==> config.mk <==
export PLATFORM = sky130hd
export DESIGN_NAME = audio_transition_length_demodulator_core
export DESIGN_NICKNAME = d
export VERILOG_FILES = /design/src/hdl/atld_pkg.sv /design/src/hdl/audio_transition_length_demodulator_core.sv /design/src/hdl/atld_window.sv /design/src/hdl/atld_symbol.sv
export SDC_FILE = /design/constraint.sdc
export NUM_CORES = 1
export LEC_CHECK = 0
export BUFFER_PORTS_ARGS = -buffer_cell sky130_fd_sc_hd__buf_2
export CORE_ASPECT_RATIO = 1.2
export CORE_MARGIN = 1.5
export CORE_UTILIZATION = 55
export CTS_BUF_LIST = sky130_fd_sc_hd__clkbuf_8
export DETAILED_ROUTE_END_ITERATION = 6
export HOLD_SLACK_MARGIN = 0.06
export PLACE_DENSITY_LB_ADDON = 0.15
export SLEW_MARGIN = 20
export SYNTH_ARGS = -nofsm -noshare
export SYNTH_HDL_FRONTEND = slang
export SYNTH_SLANG_ARGS = --single-unit
==> constraint.sdc <==
create_clock -name clk -period 20.4 [get_ports clk]
set_input_delay 2.04 -clock clk [delete_from_list [all_inputs] [get_ports clk]]
set_output_delay 2.04 -clock clk [all_outputs]
set_load 0.1 [all_outputs]
==> src/hdl/atld_pkg.sv <==
package atld_pkg;

  localparam int SampleW  = 10;
  localparam int ActW     = 16;
  localparam int BltW     = 5;
  localparam int WinW     = 7;
  localparam int SpanW    = 7;
  localparam int ByteW    = 8;
  localparam int BitCntW  = 3;
  localparam int CfgIdxW  = 2;
  localparam int CfgDataW = 16;

  localparam logic [SpanW-1:0] SPAN_LIMIT = 7'd100;

  localparam logic [ActW-1:0] ACT_THR_RST = 16'd64;
  localparam logic [BltW-1:0] BLT_RST     = 5'd8;
  localparam logic [WinW-1:0] WIN_RST     = 7'd4;

  localparam logic [CfgIdxW-1:0] CFG_ACT_THR = 2'd0;
  localparam logic [CfgIdxW-1:0] CFG_BIT_LEN = 2'd1;
  localparam logic [CfgIdxW-1:0] CFG_WIN_LEN = 2'd2;

  typedef enum logic [1:0] {
    TONE_NONE = 2'd0,
    TONE_LOW  = 2'd1,
    TONE_HIGH = 2'd2
  } tone_t;

  // window stage towards the symbol stage
  typedef struct packed {
    logic            close;
    logic [ActW-1:0] activity;
  } win_t;

  // symbol stage towards the result register
  typedef struct packed {
    logic             emit;
    logic             flush;
    logic [ByteW-1:0] data_byte;
  } res_t;

endpackage

==> src/hdl/audio_transition_length_demodulator_core.sv <==
// an accepted sample is held in the input register, and its result then in the result register
// throughput: one sample per cycle; the input register and the result
// register each hold one item, so the input stalls only while a result is stalled
// reset (synchronous, rst_n low) empties both registers, clears the window and
// bit state and loads the register defaults (threshold 64, bit length 8, window 4)
module audio_transition_length_demodulator_core
  import atld_pkg::*;
(
  input  logic                clk,
  input  logic                rst_n,
  input  logic                in_valid,
  output logic                in_stall,
  input  logic [SampleW-1:0]  in_sample,
  output logic                out_valid,
  input  logic                out_stall,
  output logic [ByteW-1:0]    out_data_byte,
  output logic                out_flush,
  input  logic                cfg_wr_en,
  input  logic [CfgIdxW-1:0]  cfg_index,
  input  logic [CfgDataW-1:0] cfg_wdata
);

  logic [ActW-1:0] act_thr_r;
  logic [BltW-1:0] bit_len_r;
  logic [WinW-1:0] win_len_r;

  logic               s1_valid_r;
  logic [SampleW-1:0] s1_sample_r;
  logic               out_valid_r;
  logic [ByteW-1:0]   out_byte_r;
  logic               out_flush_r;

  logic advance;
  logic process;
  logic in_accept;
  win_t win;
  res_t res;

  assign advance   = !out_valid_r || !out_stall;
  assign process   = s1_valid_r && advance;
  assign in_stall  = s1_valid_r && !advance;
  assign in_accept = in_valid && !in_stall;

  always_ff @(posedge clk) begin
    if (!rst_n) begin
      act_thr_r <= ACT_THR_RST;
      bit_len_r <= BLT_RST;
      win_len_r <= WIN_RST;
    end else if (cfg_wr_en) begin
      unique case (cfg_index)
        CFG_ACT_THR: act_thr_r <= cfg_wdata[ActW-1:0];
        CFG_BIT_LEN: bit_len_r <= cfg_wdata[BltW-1:0];
        CFG_WIN_LEN: win_len_r <= cfg_wdata[WinW-1:0];
        default: ;
      endcase
    end
  end

  always_ff @(posedge clk) begin
    if (!rst_n) begin
      s1_valid_r <= 1'b0;
    end else if (in_accept) begin
      s1_valid_r <= 1'b1;
    end else if (advance) begin
      s1_valid_r <= 1'b0;
    end
  end

  always_ff @(posedge clk) begin
    if (in_accept) begin
      s1_sample_r <= in_sample;
    end
  end

  atld_window u_window (
    .clk            (clk),
    .rst_n          (rst_n),
    .step           (process),
    .sample         (s1_sample_r),
    .window_samples (win_len_r),
    .win            (win)
  );

  atld_symbol u_symbol (
    .clk         (clk),
    .rst_n       (rst_n),
    .step        (process && win.close),
    .activity    (win.activity),
    .act_thr     (act_thr_r),
    .bit_len_thr (bit_len_r),
    .res         (res)
  );

  always_ff @(posedge clk) begin
    if (!rst_n) begin
      out_valid_r <= 1'b0;
    end else if (advance) begin
      out_valid_r <= process && win.close && res.emit;
    end
  end

  always_ff @(posedge clk) begin
    if (advance) begin
      out_byte_r  <= res.data_byte;
      out_flush_r <= res.flush;
    end
  end

  assign out_valid     = out_valid_r;
  assign out_data_byte = out_byte_r;
  assign out_flush     = out_flush_r;

endmodule

==> src/hdl/atld_window.sv <==
module atld_window
  import atld_pkg::*;
(
  input  logic               clk,
  input  logic               rst_n,
  input  logic               step,
  input  logic [SampleW-1:0] sample,
  input  logic [WinW-1:0]    window_samples,
  output win_t               win
);

  logic [SampleW-1:0] prev_r;
  logic [ActW-1:0]    sum_r;
  logic [WinW-1:0]    wcnt_r;

  logic [SampleW-1:0] delta;
  logic [ActW:0]      sum_wide;
  logic [ActW-1:0]    sum_sat;
  logic [WinW-1:0]    wcnt_inc;

  always_comb begin
    delta    = (sample > prev_r) ? (sample - prev_r) : (prev_r - sample);
    sum_wide = {1'b0, sum_r} + {{(ActW+1-SampleW){1'b0}}, delta};
    sum_sat  = sum_wide[ActW] ? {ActW{1'b1}} : sum_wide[ActW-1:0];
    wcnt_inc = wcnt_r + 1'b1;
    win.close    = (wcnt_inc == '0) || (wcnt_inc >= window_samples);
    win.activity = sum_sat;
  end

  always_ff @(posedge clk) begin
    if (!rst_n) begin
      prev_r <= '0;
      sum_r  <= '0;
      wcnt_r <= '0;
    end else if (step) begin
      prev_r <= sample;
      if (win.close) begin
        sum_r  <= '0;
        wcnt_r <= '0;
      end else begin
        sum_r  <= sum_sat;
        wcnt_r <= wcnt_inc;
      end
    end
  end

endmodule

==> src/hdl/atld_symbol.sv <==
module atld_symbol
  import atld_pkg::*;
(
  input  logic            clk,
  input  logic            rst_n,
  input  logic            step,
  input  logic [ActW-1:0] activity,
  input  logic [ActW-1:0] act_thr,
  input  logic [BltW-1:0] bit_len_thr,
  output res_t            res
);

  logic [SpanW-1:0]   span_r,  span_nxt;
  tone_t              tone_r,  tone_nxt;
  logic [BitCntW-1:0] bits_r,  bits_nxt;
  logic [ByteW-1:0]   shift_r, shift_nxt;

  logic [SpanW-1:0] span_inc;
  logic             is_high;
  logic             silence;
  tone_t            tone_new;

  always_comb begin
    span_inc  = (span_r < SPAN_LIMIT) ? (span_r + 1'b1) : span_r;
    is_high   = (activity >= act_thr);
    silence   = !is_high && (span_inc > {bit_len_thr, 2'b00});
    tone_new  = is_high ? TONE_HIGH : TONE_LOW;
    span_nxt  = span_inc;
    tone_nxt  = tone_r;
    bits_nxt  = bits_r;
    shift_nxt = shift_r;
    res       = '0;
    if (silence) begin
      tone_nxt  = TONE_NONE;
      bits_nxt  = '0;
      shift_nxt = '0;
      res.emit  = 1'b1;
      res.flush = 1'b1;
    end else if (tone_new != tone_r) begin
      if (tone_r != TONE_NONE) begin
        // lsb first: new bit enters at the top
        shift_nxt = {(span_inc >= {2'b00, bit_len_thr}), shift_r[ByteW-1:1]};
        bits_nxt  = bits_r + 1'b1;
        if (bits_nxt == '0) begin
          res.emit      = 1'b1;
          res.data_byte = shift_nxt;
        end
      end
      tone_nxt = tone_new;
      span_nxt = '0;
    end
  end

  always_ff @(posedge clk) begin
    if (!rst_n) begin
      span_r  <= '0;
      tone_r  <= TONE_NONE;
      bits_r  <= '0;
      shift_r <= '0;
    end else if (step) begin
      span_r  <= span_nxt;
      tone_r  <= tone_nxt;
      bits_r  <= bits_nxt;
      shift_r <= shift_nxt;
    end
  end

endmodule

## Word-level counts from Yosys, hierarchy flattened

Cells that the tools add are included.

| operators by class | value |
|---|---|
| $add $sub $neg | 6 |
| $lt $le $gt $ge | 6 |
| equal/unequal tests | 3 |
| multiplexer cells | 23 |
| bitwise operators | 3 |
| reduce and logical (&&, ||, !) cells | 26 |

Operator list:

| operator | number |
|---|---|
| 16-bit two-way mux | 2 |
| 7-bit two-way mux | 4 |
| 8-bit two-way mux | 3 |
| 10-bit subtractor | 2 |
| 16-bit by 10-bit adder with 17-bit output | 1 |
| 16-bit >= comparator | 1 |
| 7-bit by 1-bit adder with 7-bit output (second input constant) | 2 |
| 10-bit greater-than comparator | 1 |
| 10-bit two-way mux | 1 |
| 3-bit two-way mux | 3 |
| 2-bit AND reduction | 4 |
| 2-bit nonzero test | 4 |
| 7-bit by 5-bit >= comparator with 1-bit output | 1 |
| 7-bit >= comparator | 1 |
| 7-bit greater-than comparator | 1 |
| 7-bit logical NOT | 1 |
| 7-bit less-than comparator (second input constant) | 1 |
| 1-bit two-way mux | 7 |
| 1-bit logical AND | 6 |
| 2-bit two-way mux | 3 |
| 1-bit logical NOT | 5 |
| 4-bit OR reduction | 1 |
| 3-bit by 1-bit adder with 3-bit output (second input constant) | 1 |
| 3-bit logical NOT | 1 |
| other kinds (7) | 10 |

| word-level totals | value |
|---|---|
| register bits after elaboration | 102 |

## Logic depth before layout (Yosys ltp)

Gate-level depths: netlist (run 1).

| logic depth | value |
|---|---|
| depth after elaboration | 10 |
| depth in mapped cells | 32 |
| mapped depth without buffers | 28 |

## Cells and area by module

Synthesis (run 1) repeated with hierarchy kept, for this count alone.

| unflattened totals | value |
|---|---|
| cell total of the unflattened synthesis | 766 |
| area total of the unflattened synthesis | 6647.6 um2 |

Modules (own cells, without submodules):

| module | instances | cells each | area each (um2) | sequential area each (um2) |
|---|---|---|---|---|
| atld_window | 1 | 405 | 3136.8 | 660.6 |
| audio_transition_length_demodulator_core | 1 | 143 | 1775.5 | 1171.1 |
| atld_symbol | 1 | 218 | 1735.4 | 380.4 |

## Least setup slack after synthesis (run 1)

No wires, ideal clock.

| path | value |
|---|---|
| path kind | register to register |
| start | register s1_sample_r[0] |
| end | register u_symbol.bits_r[1] |
| data arrival time | 6.316 ns |
| slack | 13.968 ns |
| stages on the path, launching flop included | 32 |
| buffers on the path | 4 |
| cells stage by stage | edfxtp_1 -> inv_1 -> ha_1 -> inv_1 -> fa_1 -> a21oi_2 -> o221ai_2 -> a311o_1 -> and2_1 -> buf_6 -> mux2i_1 -> a221o_1 -> a31oi_1 -> xnor2_1 -> ha_1 -> or3_1 -> o31ai_1 -> o21ai_2 -> nand4_1 -> buf_4 -> a21oi_1 -> a21o_1 -> ha_1 -> a21o_1 -> a21o_1 -> a221oi_1 -> and2_1 -> buf_4 -> o221ai_2 -> and2_0 -> buf_2 -> a22o_1 |

| between the ends | value |
|---|---|
| cells in the longest elaborated chain, start to end | 9 |
| elaborated cells between the ends (all ways) | 15 |
| classes of those cells | add/sub: 3; order compare: 2; eq/ne: 1; mux: 4; reduce/logical: 5 |

Ends and longest elaborated chain:

| item | RTL line | source |
|---|---|---|
| start, declared | audio_transition_length_demodulator_core.sv:28 | `logic [SampleW-1:0] s1_sample_r;` |
| start signal, assigned | audio_transition_length_demodulator_core.sv:71 | `s1_sample_r <= in_sample;` |
| 10-bit subtractor or 10-bit greater-than comparator (tied branches) | atld_window.sv:22 | `delta = (sample > prev_r) ? (sample - prev_r) : (prev_r - sample);` |
| 10-bit two-way mux (*) | atld_window.sv:22 |  |
| 16-bit by 10-bit adder with 17-bit output (*) | atld_window.sv:23 | `sum_wide = {1'b0, sum_r} + {{(ActW+1-SampleW){1'b0}}, delta};` |
| 16-bit two-way mux (*) | atld_window.sv:24 | `sum_sat = sum_wide[ActW] ? {ActW{1'b1}} : sum_wide[ActW-1:0];` |
| 16-bit >= comparator (*) | atld_symbol.sv:25 | `is_high = (activity >= act_thr);` |
| 2-bit two-way mux or 1-bit logical NOT (tied branches) | atld_symbol.sv:27, atld_symbol.sv:26 |  |
| 2-bit != test or 1-bit logical AND (tied branches) | atld_symbol.sv:39, atld_symbol.sv:26 |  |
| 2-bit nonzero test (no source line) | -- |  |
| 3-bit AND reduction (no source line) | -- |  |
| end signal, assigned | atld_symbol.sv:63 | `bits_r <= bits_nxt;` |
| end, declared | atld_symbol.sv:15 | `logic [BitCntW-1:0] bits_r, bits_nxt;` |

Mark *: on every way between the ends. The rest lies on a longest branch, timed or not.
A chain may end at the register's enable or synchronous reset.

## Final worst setup path (run 1)

Ends and elaborated chain as after synthesis.

==> impl_metrics.py, run 1 <==
metrics = {
    "drt": {
        "first_iter_violations": 190,
        "drtAntennaViolNets": 0,
        "firstDrtPassIters": 5,
        "wl_per_cell_microns": 15.0,
        "wl_microns": 13200,
        "drc": 0,
        "vias_per_cell": 5.72,
        "vias": 5037,
    },
    "flow_run": {
        "cap_violations": 0,
    },
    "critical_path": {
        "cp-end-kind": "register",
        "required_ns": 20.74,
        "crit_path_top_delay_cell": "a221oi_1",
        "cp_max_fo": 16,
        "critPathArrivalTime_ns": 7.69,
        "start_kind": "register",
        "cp_slowest_stage_delay_ns": 0.54,
        "critPathKind": "register to register",
    },
    "synthesis": {
        "yosys_warnings": 0,
        "avgSynthCellArea_sq_um": 8.66,
        "synthArstFlopShare_pct": 0,
        "synth_edf_count": 19,
        "yosys.area.top_type_share_pct": 26.6,
        "post_synth_main_area_contributors": "dfxtp_1, ha_1, edfxtp_1",
        "seq_area_frac_synth_pct": 35.9,
        "yosys_most_used_dff": "dfxtp_1",
        "synth_top_area_cell": "dfxtp_1",
        "post-synth-top-count-cell": "nand2_1",
        "syn-cell-area_sq_um": 6170,
        "syn_nets": 814,
        "yosysUniqueCellTypes": 67,
        "yosys-top-cells-count": "nand2_1, dfxtp_1, a21oi_1, ha_1, inv_1",
        "ys_ff_latch": 101,
        "netlist_instances": 712,
    },
    "place": {
        "hpwl_microns": 9980,
        "numPortBuffers": 43,
        "gp_congestion": 0.898,
    },
    "pwr": {
        "leakage_nw": 2.94,
        "powerDensity_nw_per_um2": 78.9,
        "max-vdd-ir-drop_mv": 0.0397,
    },
    "status": {
        "outcome": "complete, no violations",
    },
    "sta": {
        "tightest_slew_ns": 0.984,
        "setup_viol": 0,
        "period_share_pct": 36.1,
        "hold_ws_ns": 0.462,
        "drv_slew": 0,
        "fmax_mhz": 136,
        "period_minus_slack_ns": 7.35,
        "fin_tns_setup_ns": 0,
        "hold_viol": 0,
        "rsz0062_at_grt": "no",
        "finClkSkew_ns": 0.00995,
        "relSlewSlack_pct": 34.4,
    },
    "layout": {
        "diodes": 0,
        "syn_to_final_growth_pct": 8.48,
        "nets": 845,
        "drive_gt1_share_pct": 10.7,
        "fill_cells": 968,
    },
    "global_routing": {
        "grt_start_max_net_pins": 35,
        "antenna_found_initial": 0,
        "grt_pass1_vias": 4892,
        "use_met2_pct": 42.8,
        "track_usage_pct": 23.6,
        "grtUsageMet3_pct": 3.40,
        "grt_use_met1_pct": 28.1,
        "grt_overflow": 0,
        "grt_pass1_wl_microns": 22400,
        "grt.busiest_layer": "met2",
    },
    "floorplanning": {
        "die_h_microns": 119,
        "fp.dieW_microns": 99.7,
        "rows": 42,
        "io_pins": 44,
        "dieArea_sq_um": 11900,
        "core_sq_um": 11000,
        "initial_core_util_pct": 56.2,
    },
    "clock_tree": {
        "holdBufCountCts": 0,
        "cts_buffers": 9,
        "cts.sinks": 101,
        "cts_root_buf": "clkbuf_8",
        "htree_levels": 3,
        "clock_latency_ns": 0.39,
        "clockBufferDepth": 2,
        "cts.reportedPaths.clkPinSlew_ns": 0.10,
        "cts_resized": 0,
        "postCtsSetupBuffers": 0,
        "cts_tree": "done",
    },
    "worst_hold_path": {
        "worstHoldPathType": "register to register",
    },
}
final cells by class:
type / instances / area, sq um / share of cell area, %
clock buffer: 9 / 124 / 1.85
tap: 132 / 165 / 2.47
inverter: 67 / 251 / 3.76
multi-input combinational: 519 / 3600 / 53.9
timing repair buffer: 45 / 230 / 3.44
sequential: 101 / 2210 / 33.1
clock inverter: 7 / 104 / 1.55
metrics by stage:
| stage | instance area [sq um] | total power, mW | util (%) | std cells | worst slack (ns) |
|---|---|---|---|---|---|
| 2_1_floorplan | 6170 | 0.350 | - | 712 | 13.97 |
| 3_3_place_gp | 6450 | 0.377 | 58.8 | 864 | 13.40 |
| 3_5_place_dp | 6460 | 0.383 | 58.8 | 864 | 13.13 |
| 4_1_cts | 6690 | 0.529 | 60.9 | 880 | 13.08 |
| 5_1_grt | 6690 | 0.562 | 60.9 | 880 | 12.52 |
| 6_report | 6690 | 0.528 | 60.9 | 880 | 13.05 |
layer usage:
| layer | wire length, microns | up-vias |
|---|---|---|
| met4 | 235 | 0 |
| li1 | - | 2552 |
| met2 | 6690 | 95 |
| met5 | 0 | - |
| met3 | 362 | 19 |
| met1 | 5940 | 2371 |
registers in the layout (all words and copies together), names as in the netlist:
signal,cells
act_thr_r,16
u_window.sum_r,16
s1_sample_r,10
u_window.prev_r,10
out_data_byte,8
u_symbol.shift_r,7
u_symbol.span_r,7
u_window.wcnt_r,7
win_len_r,7
bit_len_r,5
u_symbol.bits_r,3
u_symbol.tone_r,2
out_flush,1
out_valid,1
s1_valid_r,1
report_power, final:
group	internal, mW	switching [mW]	total, mW
Combinational	0.0666	0.0954	0.162
Clock	0.0708	0.0781	0.149
Sequential	0.211	0.00591	0.217
Total	0.349	0.179	0.528
kinds of logic (layout without fill, tap and decap cells):
family | count (synthesis) | in the layout | synth area share (%)
AO/OA/AOI/OAI | 184 | 184 | 20.0
XOR/XNOR | 24 | 24 | 3.53
adder cells (fa/ha/maj) | 69 | 69 | 14.4
buffers and inverters | 92 | 128 | 5.92
flip-flops | 101 | 101 | 35.9
multiplexers | 20 | 20 | 3.33
AND/OR/NAND/NOR | 222 | 222 | 17.0
critical path: cells and delay by family, from the launching register on:
family | cells | cell delay [ns]
mux | 1 | 0.16
simple gates | 5 | 1.86
buf+inv | 2 | 0.14
flops | 1 | 0.43
compound gates | 14 | 3.57
fa+ha+maj | 4 | 1.03
xor+xnor | 1 | 0.09
final timing paths:
| kind | start | end | slack, ns | cells after the start |
|---|---|---|---|---|
| hold / removal | act_thr_r[8] | act_thr_r[8] | 0.46 | 2 |
| setup reg to reg | s1_sample_r[0] | u_symbol.bits_r[1] | 13.05 | 27 |
| hold reg to reg | act_thr_r[8] | act_thr_r[8] | 0.46 | 2 |
| setup / recovery | s1_sample_r[0] | u_symbol.bits_r[1] | 13.05 | 27 |
cell usage in the layout, fill, tap and decap left out, drive strengths merged, types with 6 or more instances in the layout:
cell type / instances
a21oi: 68
and4: 7
a21o: 12
a31oi: 9
and2: 16
xnor2: 16
xor2: 8
mux2i: 16
o21ai: 28
a22o: 23
nand3: 15
nand2: 99
buf: 45
inv: 69
nand2b: 8
ha: 66
clkbuf: 9
nor2b: 8
a211oi: 7
and3: 9
nor2: 38
nor3: 6
dfxtp: 82
edfxtp: 19
Note: power is estimated with default switching activity, not from simulation.
==> inputs of run 2 (changes only) <==
Clock period 20.4 ns to 7.2 ns, I/O delays scaled along.
==> run 2 against run 1 <==
- cell count increased by 0.34%
- largest cell class unchanged
- worst hold slack improved by 0.0038 ns
- critical path depth increased by 1
- total power increased to 2.8 times the previous value
- worst setup slack got worse by 13 ns
- sequential power increased to 2.8 times the previous value
- via count increased by 1.2%
- first-iteration DRC count increased by 11%
- non-clock buffer count increased by 3
- critical path type unchanged
- die area unchanged
- clock power increased by 140%
==> impl_metrics.py, run 2 (synthesis results as in run 1) <==
metrics = {
    "critical_path": {
        "cp-end-kind": "register",
        "start_kind": "register",
        "cp_max_fo": 12,
        "crit_path_top_delay_cell": "a21boi_0",
        "required_ns": 7.36,
        "cp_slowest_stage_delay_ns": 0.52,
        "cpMostUsedCell": "inv_1",
        "critPathKind": "register to register",
        "critPathArrivalTime_ns": 6.93,
    },
    "drt": {
        "first_iter_violations": 210,
        "wl_per_cell_microns": 15.0,
        "firstDrtPassIters": 5,
        "drc": 0,
        "drtAntennaViolNets": 0,
        "vias": 5097,
        "vias_per_cell": 5.77,
        "wl_microns": 13300,
    },
    "place": {
        "hpwl_microns": 10100,
        "place_area_sq_um": 6480,
        "numPortBuffers": 43,
        "dpl.cell_count": 867,
        "gp_congestion": 0.904,
    },
    "layout": {
        "top_regs": "act_thr_r x16, u_window.sum_r x16",
        "drive_gt1_share_pct": 11.5,
        "finish.instance_area_sq_um": 6710,
        "nets": 848,
        "layout.cells.most_common": "nand2_1",
        "diodes": 0,
        "finalNonFillerCells": 883,
        "syn_to_final_growth_pct": 8.72,
        "final_cell_mix": "nand2_1, dfxtp_1, a21oi_1, inv_1, ha_1",
    },
    "sta": {
        "period_share_pct": 94.0,
        "fmax_mhz": 148,
        "hold_viol": 0,
        "drv_slew": 0,
        "setup_viol": 0,
        "period_minus_slack_ns": 6.77,
        "fin_tns_setup_ns": 0,
        "tightest_slew_ns": 0.985,
        "relSlewSlack_pct": 34.3,
        "finClkSkew_ns": 0.0118,
        "rsz0062_at_grt": "no",
    },
    "floorplanning": {
        "io_pins": 44,
        "initial_core_util_pct": 56.2,
        "die_h_microns": 119,
        "rows": 42,
        "fp.dieW_microns": 99.7,
        "core_sq_um": 11000,
        "dieArea_sq_um": 11900,
    },
    "clock_tree": {
        "cts.reportedPaths.clkPinSlew_ns": 0.10,
        "cts_buffers": 9,
        "cts_root_buf": "clkbuf_8",
        "cts_resized": 0,
        "cts.sinks": 101,
        "clockBufferDepth": 2,
        "htree_levels": 3,
        "cts_tree": "done",
        "postCtsSetupBuffers": 0,
        "holdBufCountCts": 0,
        "clock_latency_ns": 0.40,
    },
    "global_routing": {
        "grt_start_max_net_pins": 36,
        "grt_pass1_vias": 4922,
        "grt_overflow": 0,
        "track_usage_pct": 23.6,
        "antenna_found_initial": 0,
        "grt_pass1_wl_microns": 22500,
    },
    "status": {
        "outcome": "complete, no violations",
    },
    "pwr": {
        "leakage_nw": 2.94,
        "powerDensity_nw_per_um2": 217,
        "max-vdd-ir-drop_mv": 0.142,
        "power.total_mw": 1.46,
    },
    "worst_hold_path": {
        "worstHoldPathType": "register to register",
    },
    "flow_run": {
        "cap_violations": 0,
    },
}
## run 2: cell types whose count changed in the layout (fill, tap and decap cells not counted), moves of 2 or more
cell | previous run | this run
clkinvlp_4 | 2 | 0
bufinv_16 | 2 | 0
clkinv_4 | 0 | 4
buf_4 | 2 | 5
## run 2: per-layer routing
| layer | up-vias | global-route usage [%] | share of wire (%) |
|---|---|---|---|
| met4 | 0 | 9.51 | 2.4 |
| li1 | 2561 | - | - |
| met1 | 2409 | 29.1 | 44 |
| met2 | 104 | 40.8 | 50 |
| met5 | - | 0 | 0 |
| met3 | 23 | 3.52 | 3.0 |
## run 2: critical path: cells and delay by family, from the launching register on
| family | cells | cell delay [ns] |
|---|---|---|
| muxes | 1 | 0.29 |
| AOI/OAI and AO/OA | 11 | 2.53 |
| adders and majority gates | 4 | 1.21 |
| DFF | 1 | 0.43 |
| buffers and inverters | 4 | 0.45 |
| and+or+nand+nor | 8 | 1.62 |
## run 2: stage by stage
step / worst slack (ns) / hold WS (ns) / util, %
3_3_place_gp: 0.410 / 0.443 / 59.0
2_1_floorplan: 0.767 / 0.432 / -
5_1_grt: 0.00548 / 0.479 / 61.1
4_1_cts: 0.162 / 0.468 / 60.7
3_5_place_dp: 0.179 / 0.452 / 59.0
6_report: 0.430 / 0.465 / 61.1
## run 2: area by class of cell
cell class | instances | area, sq um
fill | 946 | 4280
multi-input combinational | 519 | 3630
sequential | 101 | 2210
timing repair buffer | 48 | 253
inverter | 67 | 251
tap | 132 | 165
clock buffer | 9 | 124
clock inverter | 7 | 66.3
## run 2: path summary, 6_finish.rpt
check | from | end | slack [ns] | cells after the start
max | s1_sample_r[0] | out_data_byte[5] | 0.43 | 28
min | act_thr_r[8] | act_thr_r[8] | 0.47 | 2
max reg2reg | s1_sample_r[0] | out_data_byte[5] | 0.43 | 28
min reg2reg | act_thr_r[8] | act_thr_r[8] | 0.47 | 2
## run 2: power by group
group / internal, mW / total, mW / switching (mW) / leakage, nW
logic: 0.204 / 0.483 / 0.279 / 1.97
registers: 0.599 / 0.615 / 0.0169 / 0.874
clock network: 0.134 / 0.358 / 0.224 / 0.0978
==> inputs of run 3 (changes only) <==
Settings changed: CELL_PAD_IN_SITES_DETAIL_PLACEMENT from default to 0, CELL_PAD_IN_SITES_GLOBAL_PLACEMENT from default to 1, CORE_UTILIZATION 55 to 48.
==> run 3 against run 2 <==
- critical path depth up 1
- final area up 0.45%
- worst hold slack worse by 0.0049 ns
- cell count up 3.6%
- wire length up 2.0%
- via count down 1.3%
- non-clock buffer count unchanged
- combinational power down 3%
==> impl_metrics.py, run 3 (synthesis results as in run 1) <==
metrics = {
    "critical_path": {
        "start_kind": "register",
        "r2r_slack_ns": 0.50,
        "rr_startpoint": "s1_sample_r[0]",
        "critPathCapture": "out_data_byte[2]",
        "cpMostUsedCell": "ha_1",
        "cp-end-kind": "register",
        "cp_max_fo": 16,
        "reg2reg_depth": 29,
        "required_ns": 7.35,
        "timing.rr.end": "out_data_byte[2]",
        "crit_path_top_delay_cell": "or3_1",
        "startpoint": "s1_sample_r[0]",
        "critPathKind": "register to register",
        "cp_slowest_stage_delay_ns": 0.44,
        "critPathArrivalTime_ns": 6.84,
    },
    "sta": {
        "fin_tns_setup_ns": 0,
        "relSlewSlack_pct": 34.6,
        "finalWorstSetupSlack_ns": 0.504,
        "rsz0062_at_grt": "no",
        "drv_slew": 0,
        "hold_viol": 0,
        "hold_ws_ns": 0.460,
        "period_share_pct": 93.0,
        "tightest_slew_ns": 0.981,
        "period_minus_slack_ns": 6.70,
        "finClkSkew_ns": 0.00935,
        "fmax_mhz": 149,
        "setup_viol": 0,
    },
    "layout": {
        "syn_to_final_growth_pct": 9.21,
        "drive_gt1_share_pct": 11.2,
        "layout.cells.most_common": "nand2_1",
        "final_cell_mix": "nand2_1, dfxtp_1, a21oi_1, inv_1, ha_1",
        "top_regs": "act_thr_r x16, u_window.sum_r x16",
        "final_util_pct": 53.4,
        "diodes": 0,
        "nets": 848,
    },
    "pwr": {
        "max-vdd-ir-drop_mv": 0.147,
        "powerDensity_nw_per_um2": 217,
        "power.total_mw": 1.46,
        "leakage_nw": 2.95,
    },
    "drt": {
        "vias": 5032,
        "drtAntennaViolNets": 0,
        "wl_microns": 13500,
        "wl_per_cell_microns": 14.8,
        "first_iter_violations": 204,
        "vias_per_cell": 5.50,
        "firstDrtPassIters": 4,
        "drc": 0,
    },
    "place": {
        "hpwl_microns": 10200,
        "pre_cts_slack_ns": 0.308,
        "numPortBuffers": 43,
        "gp_congestion": 0.911,
    },
    "clock_tree": {
        "cts.reportedPaths.clkPinSlew_ns": 0.09,
        "clockBufferDepth": 2,
        "cts_tree": "done",
        "cts.sinks": 101,
        "postCtsSetupBuffers": 0,
        "cts_buffers": 9,
        "clock_latency_ns": 0.39,
        "cts_root_buf": "clkbuf_8",
        "htree_levels": 3,
    },
    "status": {
        "outcome": "complete, no violations",
    },
    "global_routing": {
        "grt_pass1_wl_microns": 23000,
        "grt_start_max_net_pins": 37,
        "grt_overflow": 0,
        "antenna_found_initial": 0,
        "grt_pass1_vias": 5009,
        "track_usage_pct": 21.5,
    },
    "floorplanning": {
        "initial_core_util_pct": 48.9,
        "die_h_microns": 127,
        "io_pins": 44,
        "dieArea_sq_um": 13500,
        "fp.dieW_microns": 106,
        "rows": 45,
        "core_sq_um": 12600,
    },
    "flow_run": {
        "cap_violations": 0,
    },
    "worst_hold_path": {
        "worstHoldPathType": "register to register",
    },
}
-- run 3: changes by cell type in the layout (fill, tap and decap cells not counted), sizes merged --
cell / before / now
clkinv: 5 / 3
bufinv: 0 / 1
clkbuf: 9 / 10
-- run 3: layout make-up --
type                            count  area (sq um)
Fill cell                        1217          5880
Multi-Input combinational cell    519          3620
Sequential cell                   101          2210
Timing Repair Buffer               48           253
Inverter                           67           251
Tap cell                          164           205
Clock buffer                       10           138
Clock inverter                      6          61.3
-- run 3: through the flow --
| stage | area [sq um] | cells |
|---|---|---|
| after floorplan | 6170 | 712 |
| after global placement | 6520 | 899 |
| after detailed placement | 6520 | 899 |
| after CTS | 6720 | 915 |
| after global routing | 6740 | 915 |
| final | 6740 | 915 |
-- run 3: worst min-delay path by stage --
stage	start	end	cells after the start
2_1_floorplan	u_window.sum_r[0]	u_window.sum_r[0]	2
3_3_place_gp	u_window.prev_r[9]	u_window.prev_r[9]	2
3_5_place_dp	act_thr_r[8]	act_thr_r[8]	2
4_1_cts	act_thr_r[8]	act_thr_r[8]	2
5_1_grt	in_sample[9]	s1_sample_r[9]	1
6_report	act_thr_r[8]	act_thr_r[8]	2
-- run 3: critical path: cells and delay by family, from the launching register on --
| family | cells | cell delay (ns) |
|---|---|---|
| buf+inv | 3 | 0.34 |
| xor+xnor | 1 | 0.09 |
| mux | 1 | 0.16 |
| flops | 1 | 0.42 |
| simple gates | 8 | 1.87 |
| fa+ha+maj | 4 | 0.97 |
| compound gates | 12 | 2.58 |
-- run 3: metal layers --
layer / vias to the layer above / share of wire, % / GRT usage [%]
li1: 2560 / - / -
met1: 2342 / 45 / 25.1
met2: 98 / 49 / 38.0
met3: 32 / 2.9 / 2.70
met4: 0 / 3.6 / 11.9
met5: - / 0 / 0
-- run 3: what timing repair did --
item | CTS | global route
endpoints found under the setup margin | 0 | 23
resized for setup | 0 | 6
hold buffers | 0 | 0
-- run 3: power breakdown --
group | internal [mW] | switching [mW] | leakage [nW]
registers | 0.598 | 0.0161 | 0.874
logic | 0.199 | 0.270 | 1.97
clock network | 0.170 | 0.206 | 0.106
total | 0.967 | 0.492 | 2.95
